**src/hdl/swfa_pkg.sv**
```systemverilog
`default_nettype none
package swfa_pkg;

   // Fixed field widths
   localparam int DIM_W    = 13;
   localparam int POS_W    = 25;
   localparam int BYTE_W   = 8;
   localparam int DATA_W   = 64;
   localparam int ADDR_W   = 5;

   // Defaults for the top-level parameters
   localparam int SYNC_BYTES_DEF = 8;
   localparam int MAX_DIM_DEF    = 4096;

   // Register indexes (byte address is 8 * index)
   localparam logic [1:0] REG_SYNC_WORD    = 2'd0;
   localparam logic [1:0] REG_FRAME_WIDTH  = 2'd1;
   localparam logic [1:0] REG_FRAME_HEIGHT = 2'd2;

   // Register reset values
   localparam logic [DATA_W-1:0] SYNC_WORD_RST    = 64'h0806_0808_0808_0808;
   localparam logic [DIM_W-1:0]  FRAME_WIDTH_RST  = 13'd640;
   localparam logic [DIM_W-1:0]  FRAME_HEIGHT_RST = 13'd480;

   typedef struct packed {
      logic [DATA_W-1:0] sync_word;
      logic [DIM_W-1:0]  frame_width;
      logic [DIM_W-1:0]  frame_height;
   } cfg_type;

endpackage
`default_nettype wire

```
**src/hdl/swfa_req_if.sv**
```systemverilog
`default_nettype none
interface swfa_req_if
   import swfa_pkg::*;
   ();
   logic              valid;
   logic              ready;
   logic [BYTE_W-1:0] byte_in;
   logic              packet_end;

   modport source (output valid, output byte_in, output packet_end, input ready);
   modport sink   (input valid, input byte_in, input packet_end, output ready);
endinterface
`default_nettype wire

```
**src/hdl/swfa_rsp_if.sv**
```systemverilog
`default_nettype none
interface swfa_rsp_if
   import swfa_pkg::*;
   ();
   logic              valid;
   logic              ready;
   logic [BYTE_W-1:0] pixel_out;
   logic              frame_first;
   logic              frame_last;

   modport source (output valid, output pixel_out, output frame_first, output frame_last,
                   input ready);
   modport sink   (input valid, input pixel_out, input frame_first, input frame_last,
                   output ready);
endinterface
`default_nettype wire

```
**src/hdl/sync_word_frame_aligner_core.sv**
```systemverilog
`default_nettype none
// Sync-word frame aligner. Camera bytes enter on req_chan; until the sync word
// (the low SYNC_BYTES bytes of register sync_word, first byte most significant,
// wholly inside one packet) is seen, every byte is dropped. After lock the block
// drops frame_width*(frame_height-1) bytes counted from the first sync byte, then
// forwards every byte on rsp_chan in frames of frame_width*frame_height bytes
// with first and last marks. Lock is cleared by reset only. One byte is taken per
// clock: each request passes an input register, one pass of compare, counter and
// multiplier logic, and a result register. A result the receiver has not yet
// taken holds the input register and so stalls req_chan.
// Registers sit at byte addresses 0, 8 and 16 of the 64-bit csr_ port; write
// them only while the block is idle.
module sync_word_frame_aligner_core
   import swfa_pkg::*;
   #(
   parameter int SYNC_BYTES = SYNC_BYTES_DEF,
   parameter int MAX_DIM    = MAX_DIM_DEF
   )
   (
   input  wire logic              clock,
   input  wire logic              reset,
   swfa_req_if.sink               req_chan,
   swfa_rsp_if.source             rsp_chan,
   input  wire logic              csr_psel,
   input  wire logic              csr_penable,
   input  wire logic              csr_pwrite,
   input  wire logic [ADDR_W-1:0] csr_paddr,
   input  wire logic [DATA_W-1:0] csr_pwdata,
   output logic      [DATA_W-1:0] csr_prdata,
   output logic                   csr_pready
   );

   cfg_type cfg;

   swfa_csr u_csr (
      .clock       (clock),
      .reset       (reset),
      .csr_psel    (csr_psel),
      .csr_penable (csr_penable),
      .csr_pwrite  (csr_pwrite),
      .csr_paddr   (csr_paddr),
      .csr_pwdata  (csr_pwdata),
      .csr_prdata  (csr_prdata),
      .csr_pready  (csr_pready),
      .cfg         (cfg)
   );

   swfa_align #(
      .SYNC_BYTES (SYNC_BYTES),
      .MAX_DIM    (MAX_DIM)
   ) u_align (
      .clock    (clock),
      .reset    (reset),
      .cfg      (cfg),
      .req_chan (req_chan),
      .rsp_chan (rsp_chan)
   );

endmodule
`default_nettype wire

```
**src/hdl/swfa_csr.sv**
```systemverilog
`default_nettype none
module swfa_csr
   import swfa_pkg::*;
   (
   input  wire logic              clock,
   input  wire logic              reset,
   input  wire logic              csr_psel,
   input  wire logic              csr_penable,
   input  wire logic              csr_pwrite,
   input  wire logic [ADDR_W-1:0] csr_paddr,
   input  wire logic [DATA_W-1:0] csr_pwdata,
   output logic      [DATA_W-1:0] csr_prdata,
   output logic                   csr_pready,
   output cfg_type                cfg
   );

   cfg_type    cfg_ff;
   cfg_type    cfg_in;
   logic       wr_en;
   logic [1:0] reg_idx;

   assign csr_pready = 1'b1;
   assign reg_idx    = csr_paddr[ADDR_W-1:3];
   assign wr_en      = csr_psel && csr_penable && csr_pwrite;

   // Decode the write
   always_comb begin
      cfg_in = cfg_ff;
      if (wr_en) begin
         case (reg_idx)
            REG_SYNC_WORD:    cfg_in.sync_word    = csr_pwdata;
            REG_FRAME_WIDTH:  cfg_in.frame_width  = csr_pwdata[DIM_W-1:0];
            REG_FRAME_HEIGHT: cfg_in.frame_height = csr_pwdata[DIM_W-1:0];
            default:          cfg_in = cfg_ff;
         endcase
      end
   end

   always_ff @(posedge clock) begin
      if (reset) begin
         cfg_ff.sync_word    <= SYNC_WORD_RST;
         cfg_ff.frame_width  <= FRAME_WIDTH_RST;
         cfg_ff.frame_height <= FRAME_HEIGHT_RST;
      end else begin
         cfg_ff <= cfg_in;
      end
   end

   // Read back
   always_comb begin
      case (reg_idx)
         REG_SYNC_WORD:    csr_prdata = cfg_ff.sync_word;
         REG_FRAME_WIDTH:  csr_prdata = DATA_W'(cfg_ff.frame_width);
         REG_FRAME_HEIGHT: csr_prdata = DATA_W'(cfg_ff.frame_height);
         default:          csr_prdata = '0;
      endcase
   end

   assign cfg = cfg_ff;

endmodule
`default_nettype wire

```
**src/hdl/swfa_align.sv**
```systemverilog
`default_nettype none
module swfa_align
   import swfa_pkg::*;
   #(
   parameter int SYNC_BYTES = SYNC_BYTES_DEF,
   parameter int MAX_DIM    = MAX_DIM_DEF
   )
   (
   input  wire logic    clock,
   input  wire logic    reset,
   input  wire cfg_type cfg,
   swfa_req_if.sink     req_chan,
   swfa_rsp_if.source   rsp_chan
   );

   localparam int WIN_W  = 8 * SYNC_BYTES;
   localparam int FILL_W = $clog2(SYNC_BYTES + 1);
   localparam int PROD_W = 2 * DIM_W;

   // Input register
   logic              in_valid_ff, in_valid_in;
   logic [BYTE_W-1:0] in_byte_ff;
   logic              in_pend_ff;

   // Alignment state
   logic [WIN_W-1:0]  win_ff, win_in;
   logic [FILL_W-1:0] fill_ff, fill_in;
   logic              locked_ff, locked_in;
   logic [POS_W-1:0]  skip_ff, skip_in;
   logic [POS_W-1:0]  pos_ff, pos_in;

   // Result register
   logic              out_valid_ff, out_valid_in;
   logic [BYTE_W-1:0] out_byte_ff, out_byte_in;
   logic              out_first_ff, out_first_in;
   logic              out_last_ff, out_last_in;

   logic              advance;
   logic [DIM_W-1:0]  eff_w, eff_h, factor;
   logic [PROD_W-1:0] prod;
   logic [WIN_W-1:0]  win_sh;
   logic [FILL_W-1:0] fill_inc;
   logic              match;
   logic              emit;
   logic              last;

   // Move the held request on once the result register is free
   assign advance          = in_valid_ff && (!out_valid_ff || rsp_chan.ready);
   assign req_chan.ready   = !in_valid_ff || advance;
   assign in_valid_in      = req_chan.valid ? 1'b1 : (in_valid_ff && !advance);

   // Clamp the dimensions; one multiplier serves skip length and frame size
   always_comb begin
      eff_w = cfg.frame_width;
      if (eff_w == '0) eff_w = DIM_W'(1);
      else if (eff_w > DIM_W'(MAX_DIM)) eff_w = DIM_W'(MAX_DIM);
      eff_h = cfg.frame_height;
      if (eff_h < DIM_W'(2)) eff_h = DIM_W'(2);
      else if (eff_h > DIM_W'(MAX_DIM)) eff_h = DIM_W'(MAX_DIM);
      factor = locked_ff ? eff_h : (eff_h - DIM_W'(1));
   end

   assign prod = PROD_W'(eff_w) * PROD_W'(factor);

   // Hunt for the sync word
   assign win_sh   = (win_ff << BYTE_W) | WIN_W'(in_byte_ff);
   assign fill_inc = (fill_ff < FILL_W'(SYNC_BYTES)) ? fill_ff + FILL_W'(1) : fill_ff;
   assign match    = (fill_inc >= FILL_W'(SYNC_BYTES)) && (win_sh == cfg.sync_word[WIN_W-1:0]);
   assign last     = (PROD_W'(pos_ff) >= (prod - PROD_W'(1)));

   always_comb begin
      win_in       = win_ff;
      fill_in      = fill_ff;
      locked_in    = locked_ff;
      skip_in      = skip_ff;
      pos_in       = pos_ff;
      emit         = 1'b0;
      out_byte_in  = out_byte_ff;
      out_first_in = out_first_ff;
      out_last_in  = out_last_ff;
      if (advance) begin
         if (!locked_ff) begin
            win_in  = win_sh;
            fill_in = fill_inc;
            if (match) begin
               locked_in = 1'b1;
               skip_in   = (prod > PROD_W'(SYNC_BYTES))
                           ? POS_W'(prod - PROD_W'(SYNC_BYTES)) : '0;
            end
            // Drop the window at a packet boundary
            if (in_pend_ff) begin
               win_in  = '0;
               fill_in = '0;
            end
         end else if (skip_ff != '0) begin
            skip_in = skip_ff - POS_W'(1);
         end else begin
            emit         = 1'b1;
            out_byte_in  = in_byte_ff;
            out_first_in = (pos_ff == '0);
            out_last_in  = last;
            pos_in       = last ? '0 : pos_ff + POS_W'(1);
         end
      end
   end

   assign out_valid_in = advance ? emit : (out_valid_ff && !rsp_chan.ready);

   // Control registers
   always_ff @(posedge clock) begin
      if (reset) begin
         in_valid_ff  <= 1'b0;
         out_valid_ff <= 1'b0;
         win_ff       <= '0;
         fill_ff      <= '0;
         locked_ff    <= 1'b0;
         skip_ff      <= '0;
         pos_ff       <= '0;
      end else begin
         in_valid_ff  <= in_valid_in;
         out_valid_ff <= out_valid_in;
         win_ff       <= win_in;
         fill_ff      <= fill_in;
         locked_ff    <= locked_in;
         skip_ff      <= skip_in;
         pos_ff       <= pos_in;
      end
   end

   // Payload registers
   always_ff @(posedge clock) begin
      if (req_chan.ready) begin
         in_byte_ff <= req_chan.byte_in;
         in_pend_ff <= req_chan.packet_end;
      end
      out_byte_ff  <= out_byte_in;
      out_first_ff <= out_first_in;
      out_last_ff  <= out_last_in;
   end

   assign rsp_chan.valid       = out_valid_ff;
   assign rsp_chan.pixel_out   = out_byte_ff;
   assign rsp_chan.frame_first = out_first_ff;
   assign rsp_chan.frame_last  = out_last_ff;

endmodule
`default_nettype wire

```
**src/flat_wrapper.sv**
```systemverilog
// flat-port wrapper written by rule: the top's interface ports become plain ports
module sync_word_frame_aligner_core_flat import swfa_pkg::*;
#(
   parameter int SYNC_BYTES = SYNC_BYTES_DEF,
   parameter int MAX_DIM    = MAX_DIM_DEF
   )
  (clock, reset, csr_psel, csr_penable, csr_pwrite, csr_paddr, csr_pwdata, csr_prdata, csr_pready, req_chan_valid, req_chan_byte_in, req_chan_packet_end, req_chan_ready, rsp_chan_valid, rsp_chan_pixel_out, rsp_chan_frame_first, rsp_chan_frame_last, rsp_chan_ready);
  swfa_req_if req_chan_i ();
  swfa_rsp_if rsp_chan_i ();
  input  wire logic clock;
  input  wire logic reset;
  input  wire logic csr_psel;
  input  wire logic csr_penable;
  input  wire logic csr_pwrite;
  input  wire logic [ADDR_W-1:0] csr_paddr;
  input  wire logic [DATA_W-1:0] csr_pwdata;
  output logic      [DATA_W-1:0] csr_prdata;
  output logic csr_pready;
  input wire logic [$bits(req_chan_i.valid)-1:0] req_chan_valid;
  input wire logic [$bits(req_chan_i.byte_in)-1:0] req_chan_byte_in;
  input wire logic [$bits(req_chan_i.packet_end)-1:0] req_chan_packet_end;
  output wire logic [$bits(req_chan_i.ready)-1:0] req_chan_ready;
  output wire logic [$bits(rsp_chan_i.valid)-1:0] rsp_chan_valid;
  output wire logic [$bits(rsp_chan_i.pixel_out)-1:0] rsp_chan_pixel_out;
  output wire logic [$bits(rsp_chan_i.frame_first)-1:0] rsp_chan_frame_first;
  output wire logic [$bits(rsp_chan_i.frame_last)-1:0] rsp_chan_frame_last;
  input wire logic [$bits(rsp_chan_i.ready)-1:0] rsp_chan_ready;
  assign req_chan_i.valid = req_chan_valid;
  assign req_chan_i.byte_in = req_chan_byte_in;
  assign req_chan_i.packet_end = req_chan_packet_end;
  assign req_chan_ready = req_chan_i.ready;
  assign rsp_chan_valid = rsp_chan_i.valid;
  assign rsp_chan_pixel_out = rsp_chan_i.pixel_out;
  assign rsp_chan_frame_first = rsp_chan_i.frame_first;
  assign rsp_chan_frame_last = rsp_chan_i.frame_last;
  assign rsp_chan_i.ready = rsp_chan_ready;
  sync_word_frame_aligner_core #(.SYNC_BYTES(SYNC_BYTES), .MAX_DIM(MAX_DIM)) u_core (.clock(clock), .reset(reset), .req_chan(req_chan_i), .rsp_chan(rsp_chan_i), .csr_psel(csr_psel), .csr_penable(csr_penable), .csr_pwrite(csr_pwrite), .csr_paddr(csr_paddr), .csr_pwdata(csr_pwdata), .csr_prdata(csr_prdata), .csr_pready(csr_pready));
endmodule
```
**config.mk**
```make
export PLATFORM = sky130hd
export DESIGN_NAME = sync_word_frame_aligner_core_flat
export DESIGN_NICKNAME = d
export VERILOG_FILES = /design/src/hdl/swfa_pkg.sv /design/src/hdl/swfa_req_if.sv /design/src/hdl/swfa_rsp_if.sv /design/src/hdl/sync_word_frame_aligner_core.sv /design/src/hdl/swfa_csr.sv /design/src/hdl/swfa_align.sv /design/src/flat_wrapper.sv
export SDC_FILE = /design/constraint.sdc
export NUM_CORES = 1
export LEC_CHECK = 0
export BUFFER_PORTS_ARGS = -buffer_cell sky130_fd_sc_hd__buf_2
export CORE_MARGIN = 2
export CORE_UTILIZATION = 45
export CTS_BUF_LIST = sky130_fd_sc_hd__clkbuf_16
export CTS_CLUSTER_DIAMETER = 50
export DETAILED_ROUTE_END_ITERATION = 10
export SLEW_MARGIN = 0
export SYNTH_ARGS = -nofsm -noshare
export SYNTH_HDL_FRONTEND = slang
export SYNTH_SLANG_ARGS = --single-unit
```
**constraint.sdc**
```tcl
create_clock -name clock -period 16.1 [get_ports clock]
set_clock_uncertainty 0.15 [all_clocks]
set_input_delay 1.61 -clock clock [delete_from_list [all_inputs] [get_ports clock]]
set_output_delay 1.61 -clock clock [all_outputs]
set_load 0.02 [all_outputs]
```
==> results of run 1 <==
tightest hold or removal path, stage by stage, from the launching register on:
cell,delay [ns]
dfxtp_1,0.31
nand2_1,0.05
a21oi_1,0.05
cell usage after synthesis (all sizes together), types with 7 or more instances:
library cell / number / area share, %
and3: 17 / 0.64
a21o: 28 / 1.2
xnor2: 68 / 3.5
nor3: 68 / 2.0
nand3: 50 / 1.5
a211oi: 7 / 0.30
clkbuf: 81 / 1.7
nand4: 23 / 0.82
nor2b: 26 / 0.93
nand2b: 13 / 0.47
nor4: 32 / 1.5
edfxtp: 19 / 3.3
xor2: 89 / 4.5
and4: 7 / 0.35
inv: 184 / 4.0
a21oi: 173 / 5.0
nand2: 486 / 10
and2: 73 / 2.6
o21ai: 46 / 1.3
buf: 28 / 0.78
mux2i: 15 / 0.86
dfxtp: 203 / 23
ha: 103 / 7.4
or3: 13 / 0.47
fa: 121 / 14
a221oi: 12 / 0.64
o22ai: 12 / 0.43
nor2: 113 / 2.4
power by group:
| part | leakage (nW) | internal [W] | switching (W) |
|---|---|---|---|
| combinational | 6.59 | 0.000163 | 0.000286 |
| clock | 0.466 | 0.000354 | 0.000259 |
| sequential | 1.83 | 0.000563 | 0.00000757 |
| total | 8.88 | 0.00108 | 0.000553 |
routing by layer:
layer  vias to the layer above  global-route usage, %  routed length (microns)
met1                      7345                   32.3                    21900
met3                        77                   4.04                     3010
met5                         -                      0                        0
met4                         0                   6.67                     1370
li1                       7446                      -                        -
met2                       468                   40.4                    23200
cells by family (layout without fill, tap and decap cells):
kind of cell	Yosys count	in the layout	share of synthesized area, %
other	1	1	0.0215
flip-flops	222	222	26.5
AND/OR/NAND/NOR	949	949	25.3
buffers and inverters	293	411	6.47
multiplexers	17	17	0.988
AO/OA/AOI/OAI	331	331	11.5
adder cells (fa/ha/maj)	224	224	21.2
XOR/XNOR	157	157	7.91
final timing paths:
| path | slack, ns | endpoint | cells after the start | startpoint |
|---|---|---|---|---|
| min | 0.32 | u_core.u_align.win_ff[48] | 2 | u_core.u_align.win_ff[48] |
| max | 4.64 | u_core.u_align.pos_ff[14] | 32 | u_core.u_csr.cfg[4] |
| min reg2reg | 0.32 | u_core.u_align.win_ff[48] | 2 | u_core.u_align.win_ff[48] |
| max reg2reg | 4.64 | u_core.u_align.pos_ff[14] | 32 | u_core.u_csr.cfg[4] |
cell type report:
type                            instances  area [sq um]  share of cell area (%)
Inverter                              184           691                    3.53
Tap cell                              518           648                    3.31
Clock inverter                         24           216                    1.11
Sequential cell                       222          4630                    23.7
Multi-Input combinational cell       1679         11800                    60.1
Clock buffer                           28           701                    3.58
Timing Repair Buffer                  175           923                    4.72
registers in the layout (all words and copies together) (netlist names):
register / cells
u_core.u_align.in_valid_ff: 1
u_core.u_csr.cfg: 90
u_core.u_align.skip_ff: 25
u_core.u_align.rsp_chan.frame_last: 1
u_core.u_align.in_byte_ff: 8
u_core.u_align.fill_ff: 4
u_core.u_align.win_ff: 56
u_core.u_align.rsp_chan.valid: 1
u_core.u_align.in_pend_ff: 1
u_core.u_align.pos_ff: 25
u_core.u_align.rsp_chan.frame_first: 1
u_core.u_align.locked_ff: 1
u_core.u_align.rsp_chan.pixel_out: 8
per-stage QoR:
| stage | util [%] | total power (W) | cell area, sq um | std cells | hold WS (ns) |
|---|---|---|---|---|---|
| after global routing | 50.9 | 0.00172 | 19600 | 2830 | 0.333 |
| after CTS | 50.9 | 0.00164 | 19600 | 2830 | 0.318 |
| after floorplan | - | 0.000907 | 17500 | 2194 | 0.298 |
| final | 50.9 | 0.00163 | 19600 | 2830 | 0.316 |
| after global placement | 48.5 | 0.00102 | 18700 | 2778 | 0.303 |
| after detailed placement | 48.5 | 0.00103 | 18700 | 2778 | 0.310 |
==> results.cfg, run 1 <==
[run_status]
status = complete, no violations

[timing]
post-route-period-util_pct = 71.2
layout_setup_ws_ns = 4.64
setup-violations-final = 0
slew_violations = 0
finalHoldViolations = 0
maxClockFrequency_mhz = 87.2
fin_tns_setup_ns = 0
fin_crit_ns = 11.46
tightest_slew_ns = 1.34
rsz0062_at_grt = false
relSlewSlack_pct = 10.3

[cells_and_area]
final_common_cell = nand2_1
drive_gt1_share_pct = 11.0
syn_to_final_growth_pct = 12.0
num-nets-final = 2599
diodes = 0
fill_cells = 3812
final_cell_mix = nand2_1, dfxtp_1, inv_1

[clocking]
root_buffer = clkbuf_16
cts_made_buffers = 28
clk_latency_ns = 0.58
cts_setup_buffers = 0
htreeDepth = 1
cts-hold-fix-buffers = 0
clock_path_buffers = 3
cts_resized = 0
cts_tree = yes
clock-sinks = 222
cts.clk_slew.worst_paths_ns = 0.06

[yosys]
synthCells = 2194
async_flop_share_pct = 0
synth.avg_cell_area_sq_um = 7.97
syn_area_sq_um = 17500
yosysWarnings = 0
synth-seq-cells = 222
synth_edf_count = 19
ys_seq_area_share_pct = 26.5
yosysUniqueCellTypes = 81
ys.flop_type = dfxtp_1
synth_nets = 2503

[floorplanning]
ios = 162
die_h_microns = 201
die_w_microns = 201
die_area_sq_um = 40400
core_sq_um = 38500
start_util_pct = 45.4
num_rows = 72

[drt]
num_vias = 15300
antenna_left = 0
drt_pass1_iterations = 5
viasPerCell = 5.42
dr.first_iter.drc_count = 1097
wl_microns = 49500
wire_per_inst_microns = 17.5
drcViolationCount = 0

[grt]
track_usage_pct = 24.2
grt_pass1_wl_microns = 78900
grt_max_degree = 80
grt-ovfl-total = 0
grt_pass1_vias = 14900
antenna_found_initial = 0

[worst_setup_path]
start_kind = register
setup.worst_path.class = reg2reg
crit_fanout = 23
crit_path_end_kind = register
arrival_ns = 11.69
crit_family = simple AND/OR/NAND/NOR gates
slowest_stage = nor4_4
cp_num_buf_inv = 1
slowest_delay_ns = 1.03
cp.required_ns = 16.32

[pwr]
vdd_drop_max_v = 0.0000795
power_density_nw_per_um2 = 83.4
p_leak_nw = 8.88

[place]
place.gp.congestion = 0.913
pre_cts_slack_ns = 4.67
dp.final_hpwl_microns = 37900
numPortBuffers = 157

[flow_run]
cap_violations = 0

[min_path]
hp-class = reg2reg
(Power assumes the default switching activity.)
==> run 2: changes to the inputs <==
--- a/config.mk
+++ b/config.mk
@@ -5,6 +5,7 @@
 export SDC_FILE = /design/constraint.sdc
 export NUM_CORES = 1
 export LEC_CHECK = 0
+export ABC_AREA = 1
 export BUFFER_PORTS_ARGS = -buffer_cell sky130_fd_sc_hd__buf_2
 export CORE_MARGIN = 2
 export CORE_UTILIZATION = 45
==> constraint.sdc (replaced) <==
create_clock -name clock -period 10.6 [get_ports clock]
set_clock_uncertainty 0.15 [all_clocks]
set_input_delay 1.06 -clock clock [delete_from_list [all_inputs] [get_ports clock]]
set_output_delay 1.06 -clock clock [all_outputs]
set_load 0.02 [all_outputs]
==> results.cfg, run 2 <==
[timing]
setup-violations-final = 0
tightest_slew_ns = 1.14
post-route-period-util_pct = 90.8
relSlewSlack_pct = 24.0
maxClockFrequency_mhz = 104
whs_ns = 0.339
slew_violations = 0
fin_tns_setup_ns = 0
rsz0062_at_grt = false
fin_crit_ns = 9.63
finalHoldViolations = 0

[grt]
grt_pass1_vias = 17000
track_usage_pct = 25.9
grt_max_degree = 102
grt_pass1_wl_microns = 90000
grt-ovfl-total = 0
antenna_found_initial = 6

[yosys]
synthMostInstantiatedCell = nand2_1
yosysUniqueCellTypes = 47
synthTopCellsByArea = dfxtp_1, fa_1, nand2_1, inv_1, nor2_1
synth_edf_count = 19
synth.top_cell.area_share_pct = 21.8
synthCells = 2749
synth_nets = 3058
async_flop_share_pct = 0
synth-seq-cells = 222
ys.flop_type = dfxtp_1
yosysWarnings = 0
yosysTopAreaCell = dfxtp_1
synth.avg_cell_area_sq_um = 6.79
syn_area_sq_um = 18700
ys_seq_area_share_pct = 24.8
synth_common_cells = nand2_1, inv_1, nor2_1

[worst_setup_path]
crit_path_end_kind = register
reg2reg_slack_ns = 0.97
start_kind = register
arrival_ns = 9.95
cpMostUsedCell = nand2_1
setup.worst_path.class = reg2reg
reg2regPathDepth = 51
crit_family = simple AND/OR/NAND/NOR gates
slowest_stage = fa_1
regToRegStartpoint = u_core.u_csr.cfg[12]
timing.rr.end = u_core.u_align.pos_ff[20]
cp.required_ns = 10.92
cp_num_cells = 51
endpoint = u_core.u_align.pos_ff[20]
crit_fanout = 13
cp_num_buf_inv = 7
crit_start = u_core.u_csr.cfg[12]
slowest_delay_ns = 0.59

[drt]
drcViolationCount = 0
viasPerCell = 5.18
drt_pass1_iterations = 6
wire_per_inst_microns = 16.3
dr.first_iter.drc_count = 1166
antenna_left = 0
num_vias = 17700
wl_microns = 55900

[floorplanning]
ios = 162
die_w_microns = 208
start_util_pct = 45.7
die_h_microns = 208
core_sq_um = 40800
num_rows = 74
die_area_sq_um = 43100

[clocking]
root_buffer = clkbuf_16
htreeDepth = 1
clk_latency_ns = 0.54
cts_setup_buffers = 0
cts.clk_slew.worst_paths_ns = 0.06
cts_resized = 0
cts_tree = yes
cts-hold-fix-buffers = 0
clock_path_buffers = 3
clock-sinks = 222
cts_made_buffers = 28

[cells_and_area]
register_area_sq_um = 4630
num-nets-final = 3176
largest_reg_flops = 90
drive_gt1_share_pct = 9.83
multi_input_area_sq_um = 11700
final_cell_mix = nand2_1, inv_1, nor2_1
final_common_cell = nand2_1
syn_to_final_growth_pct = 11.3
fill_cells = 4129

[min_path]
hp-class = reg2reg
holdPathStages = 2

[pwr]
vdd_drop_max_v = 0.000122
power_density_nw_per_um2 = 148
p_leak_nw = 10.5

[flow_run]
cap_violations = 0

[place]
numPortBuffers = 157
dp.final_hpwl_microns = 44400
place.gp.congestion = 0.949

[run_status]
status = complete, no violations
-- run 2: changes by cell type after synthesis, sizes merged, moves of 31 or more --
cell | previous run | this run
inv | 184 | 507
nor2 | 113 | 405
nand2 | 486 | 638
nand3 | 50 | 131
o21ai | 46 | 125
and2 | 73 | 0
xor2 | 89 | 36
xnor2 | 68 | 21
a211oi | 7 | 46
nor3 | 68 | 37
-- run 2: where the power goes --
group | total [W] | internal (W) | switching, W
combinational | 0.00127 | 0.000384 | 0.000889
sequential | 0.000886 | 0.000868 | 0.0000178
clock | 0.000912 | 0.000528 | 0.000384
-- run 2: cell type report --
type / count / share of cell area, %
Sequential cell: 222 / 22.3
Antenna cell: 2 / 0.0241
Timing Repair Buffer: 171 / 4.29
Clock inverter: 23 / 0.820
Inverter: 512 / 9.26
Multi-Input combinational cell: 1932 / 56.6
Tap cell: 532 / 3.21
Clock buffer: 29 / 3.50
-- run 2: through the flow --
step	cell area, sq um	util, %	instances	total power (W)	worst slack, ns
2_1_floorplan	18700	-	2749	0.00178	2.56
3_5_place_dp	19900	48.6	3369	0.00217	1.10
4_1_cts	20800	50.8	3421	0.00309	1.08
5_1_grt	20800	50.8	3421	0.00330	0.139
3_3_place_gp	19900	48.6	3369	0.00215	1.21
6_report	20800	50.8	3423	0.00307	0.972
-- run 2: tightest hold or removal path: cells and delay by family (launching register included) --
kind / cells / cell delay, ns
AO/OA/AOI/OAI: 1 / 0.06
flip-flops: 1 / 0.31
buffers and inverters: 1 / 0.07
-- run 2: how the worst min path moves through the flow --
stage / from / end / slack [ns]
after global placement: u_core.u_align.win_ff[48] / u_core.u_align.win_ff[48] / 0.32
after global routing: u_core.u_align.win_ff[51] / u_core.u_align.win_ff[51] / 0.37
after detailed placement: u_core.u_align.win_ff[50] / u_core.u_align.win_ff[50] / 0.33
final: u_core.u_align.win_ff[50] / u_core.u_align.win_ff[50] / 0.34
after floorplan: u_core.u_align.win_ff[48] / u_core.u_align.win_ff[48] / 0.30
after CTS: u_core.u_align.win_ff[50] / u_core.u_align.win_ff[50] / 0.34
-- run 2: layer usage --
layer	global-route usage, %	wire, microns
met1	35.3	25200
met2	42.6	25500
met3	3.60	3480
met4	7.66	1660
met5	0	55
-- run 2: cell families (layout without fill, tap and decap cells) --
family / Yosys count / count (layout) / share of synthesized area (%)
DFF: 222 / 222 / 24.8
AOI/OAI and AO/OA: 365 / 365 / 11.0
buffers and inverters: 595 / 735 / 12.3
and+or+nand+nor: 1285 / 1285 / 29.2
adders and majority gates: 224 / 224 / 19.9
xor gates and xnor gates: 57 / 57 / 2.72
other: 1 / 3 / 0.0201
==> run 3: changes to the inputs <==
--- a/config.mk
+++ b/config.mk
@@ -9,7 +9,7 @@
 export BUFFER_PORTS_ARGS = -buffer_cell sky130_fd_sc_hd__buf_2
 export CORE_MARGIN = 2
 export CORE_UTILIZATION = 45
-export CTS_BUF_LIST = sky130_fd_sc_hd__clkbuf_16
+export CTS_BUF_LIST = sky130_fd_sc_hd__clkbuf_8
 export CTS_CLUSTER_DIAMETER = 50
 export DETAILED_ROUTE_END_ITERATION = 10
 export SLEW_MARGIN = 0
==> results.cfg, run 3 (synthesized netlist as in run 2, its figures left out) <==
[floorplanning]
core_sq_um = 40800
die_w_microns = 208
start_util_pct = 45.7
die_area_sq_um = 43100
ios = 162
num_rows = 74
die_h_microns = 208

[clocking]
cts.clk_slew.worst_paths_ns = 0.06
clk_latency_ns = 0.55
cts_resized = 0
clock-sinks = 222
cts_tree = yes
cts_setup_buffers = 0
cts-hold-fix-buffers = 0
root_buffer = clkbuf_8
htreeDepth = 2
cts_made_buffers = 39
clock_path_buffers = 3

[pwr]
power_density_nw_per_um2 = 141
p_leak_nw = 10.5
vdd_drop_max_v = 0.0000795
p_total_w = 0.00290

[worst_setup_path]
cp.required_ns = 10.93
endpoint = u_core.u_align.pos_ff[20]
crit_fanout = 13
cpMostUsedCell = nand2_1
timing.rr.end = u_core.u_align.pos_ff[20]
arrival_ns = 10.01
setup.worst_path.class = reg2reg
reg2reg_slack_ns = 0.92
regToRegStartpoint = u_core.u_csr.cfg[12]
slowest_delay_ns = 0.59
crit_start = u_core.u_csr.cfg[12]
slowest_stage = fa_1
crit_path_end_kind = register
reg2regPathDepth = 51
start_kind = register

[timing]
maxClockFrequency_mhz = 103
relSlewSlack_pct = 26.5
tightest_slew_ns = 1.10
slew_violations = 0
fin_crit_ns = 9.68
finalHoldViolations = 0
fin_tns_setup_ns = 0
post-route-period-util_pct = 91.3
rsz0062_at_grt = false
setup-violations-final = 0

[flow_run]
cap_violations = 0

[cells_and_area]
num-nets-final = 3187
drive_gt1_share_pct = 9.98
register_area_sq_um = 4630
fill_cells = 4155
final_cell_mix = nand2_1, inv_1, nor2_1
multi_input_area_sq_um = 11700
syn_to_final_growth_pct = 10.3
final_common_cell = nand2_1
largest_reg_flops = 90

[grt]
antenna_found_initial = 6
grt-ovfl-total = 0
grt_pass1_wl_microns = 90300
track_usage_pct = 26.0
grt_max_degree = 102
grt_pass1_vias = 17100

[place]
numPortBuffers = 157
dp.final_hpwl_microns = 44400
place.gp.congestion = 0.949

[drt]
dr.first_iter.drc_count = 1118
viasPerCell = 5.16
antenna_left = 0
wl_microns = 56100
drcViolationCount = 0
num_vias = 17800
drt_pass1_iterations = 5
wire_per_inst_microns = 16.3

[min_path]
hp-class = reg2reg

[run_status]
status = complete, no violations
==> run 3: cell types whose count changed in the layout (fill, tap and decap cells not counted) <==
cell,before,now
clkbuf_8,0,40
clkbuf_16,29,0
inv_1,502,515
inv_6,4,1
clkinv_1,9,7
clkinv_2,6,8
clkinvlp_4,3,1
inv_8,2,0
==> run 3: power breakdown <==
part | leakage (nW) | switching, W | internal, W
logic | 8.25 | 0.000894 | 0.000384
registers | 1.83 | 0.0000179 | 0.000868
clock network | 0.423 | 0.000357 | 0.000377
total | 10.5 | 0.00127 | 0.00163
==> run 3: routing by layer <==
| metal | routed length (microns) | vias up | GRT usage, % |
|---|---|---|---|
| li1 | - | 8868 | - |
| met1 | 25500 | 8267 | 35.2 |
| met2 | 25800 | 513 | 42.7 |
| met3 | 3190 | 101 | 3.93 |
| met4 | 1540 | 8 | 8.23 |
| met5 | 55 | - | 0 |
==> run 3: layout make-up <==
cell class / count / share of cell area, %
Antenna cell: 2 / 0.0243
Clock buffer: 40 / 2.68
Clock inverter: 29 / 0.766
Inverter: 512 / 9.35
Multi-Input combinational cell: 1932 / 57.1
Sequential cell: 222 / 22.5
Tap cell: 532 / 3.24
Timing Repair Buffer: 171 / 4.33
==> run 3: critical path, delay by kind of cell, from the launching register on <==
| family | cells | cell delay [ns] |
|---|---|---|
| AO/OA/AOI/OAI | 5 | 1.29 |
| adder cells (fa/ha/maj) | 8 | 3.45 |
| buffers and inverters | 7 | 0.44 |
| flip-flops | 1 | 0.42 |
| AND/OR/NAND/NOR | 31 | 3.85 |
==> run 3: how the worst min path moves through the flow <==
stage | slack [ns] | endpoint | startpoint | depth (start not counted)
6_report | 0.34 | u_core.u_align.win_ff[49] | u_core.u_align.win_ff[49] | 2
3_3_place_gp | 0.32 | u_core.u_align.win_ff[48] | u_core.u_align.win_ff[48] | 2
2_1_floorplan | 0.30 | u_core.u_align.win_ff[48] | u_core.u_align.win_ff[48] | 2
3_5_place_dp | 0.33 | u_core.u_align.win_ff[50] | u_core.u_align.win_ff[50] | 2
4_1_cts | 0.34 | u_core.u_align.win_ff[50] | u_core.u_align.win_ff[50] | 2
5_1_grt | 0.37 | u_core.u_align.win_ff[51] | u_core.u_align.win_ff[51] | 2
==> run 3: stage by stage <==
stage          area (sq um)  util, %  std cells  hold WS [ns]  setup slack (ns)
2_1_floorplan         18700        -       2749         0.301              2.56
6_report              20600     50.4       3440         0.339             0.922
3_5_place_dp          19900     48.6       3369         0.330              1.10
5_1_grt               20600     50.4       3438         0.366             0.118
4_1_cts               20600     50.4       3438         0.340              1.08
3_3_place_gp          19900     48.6       3369         0.324              1.21
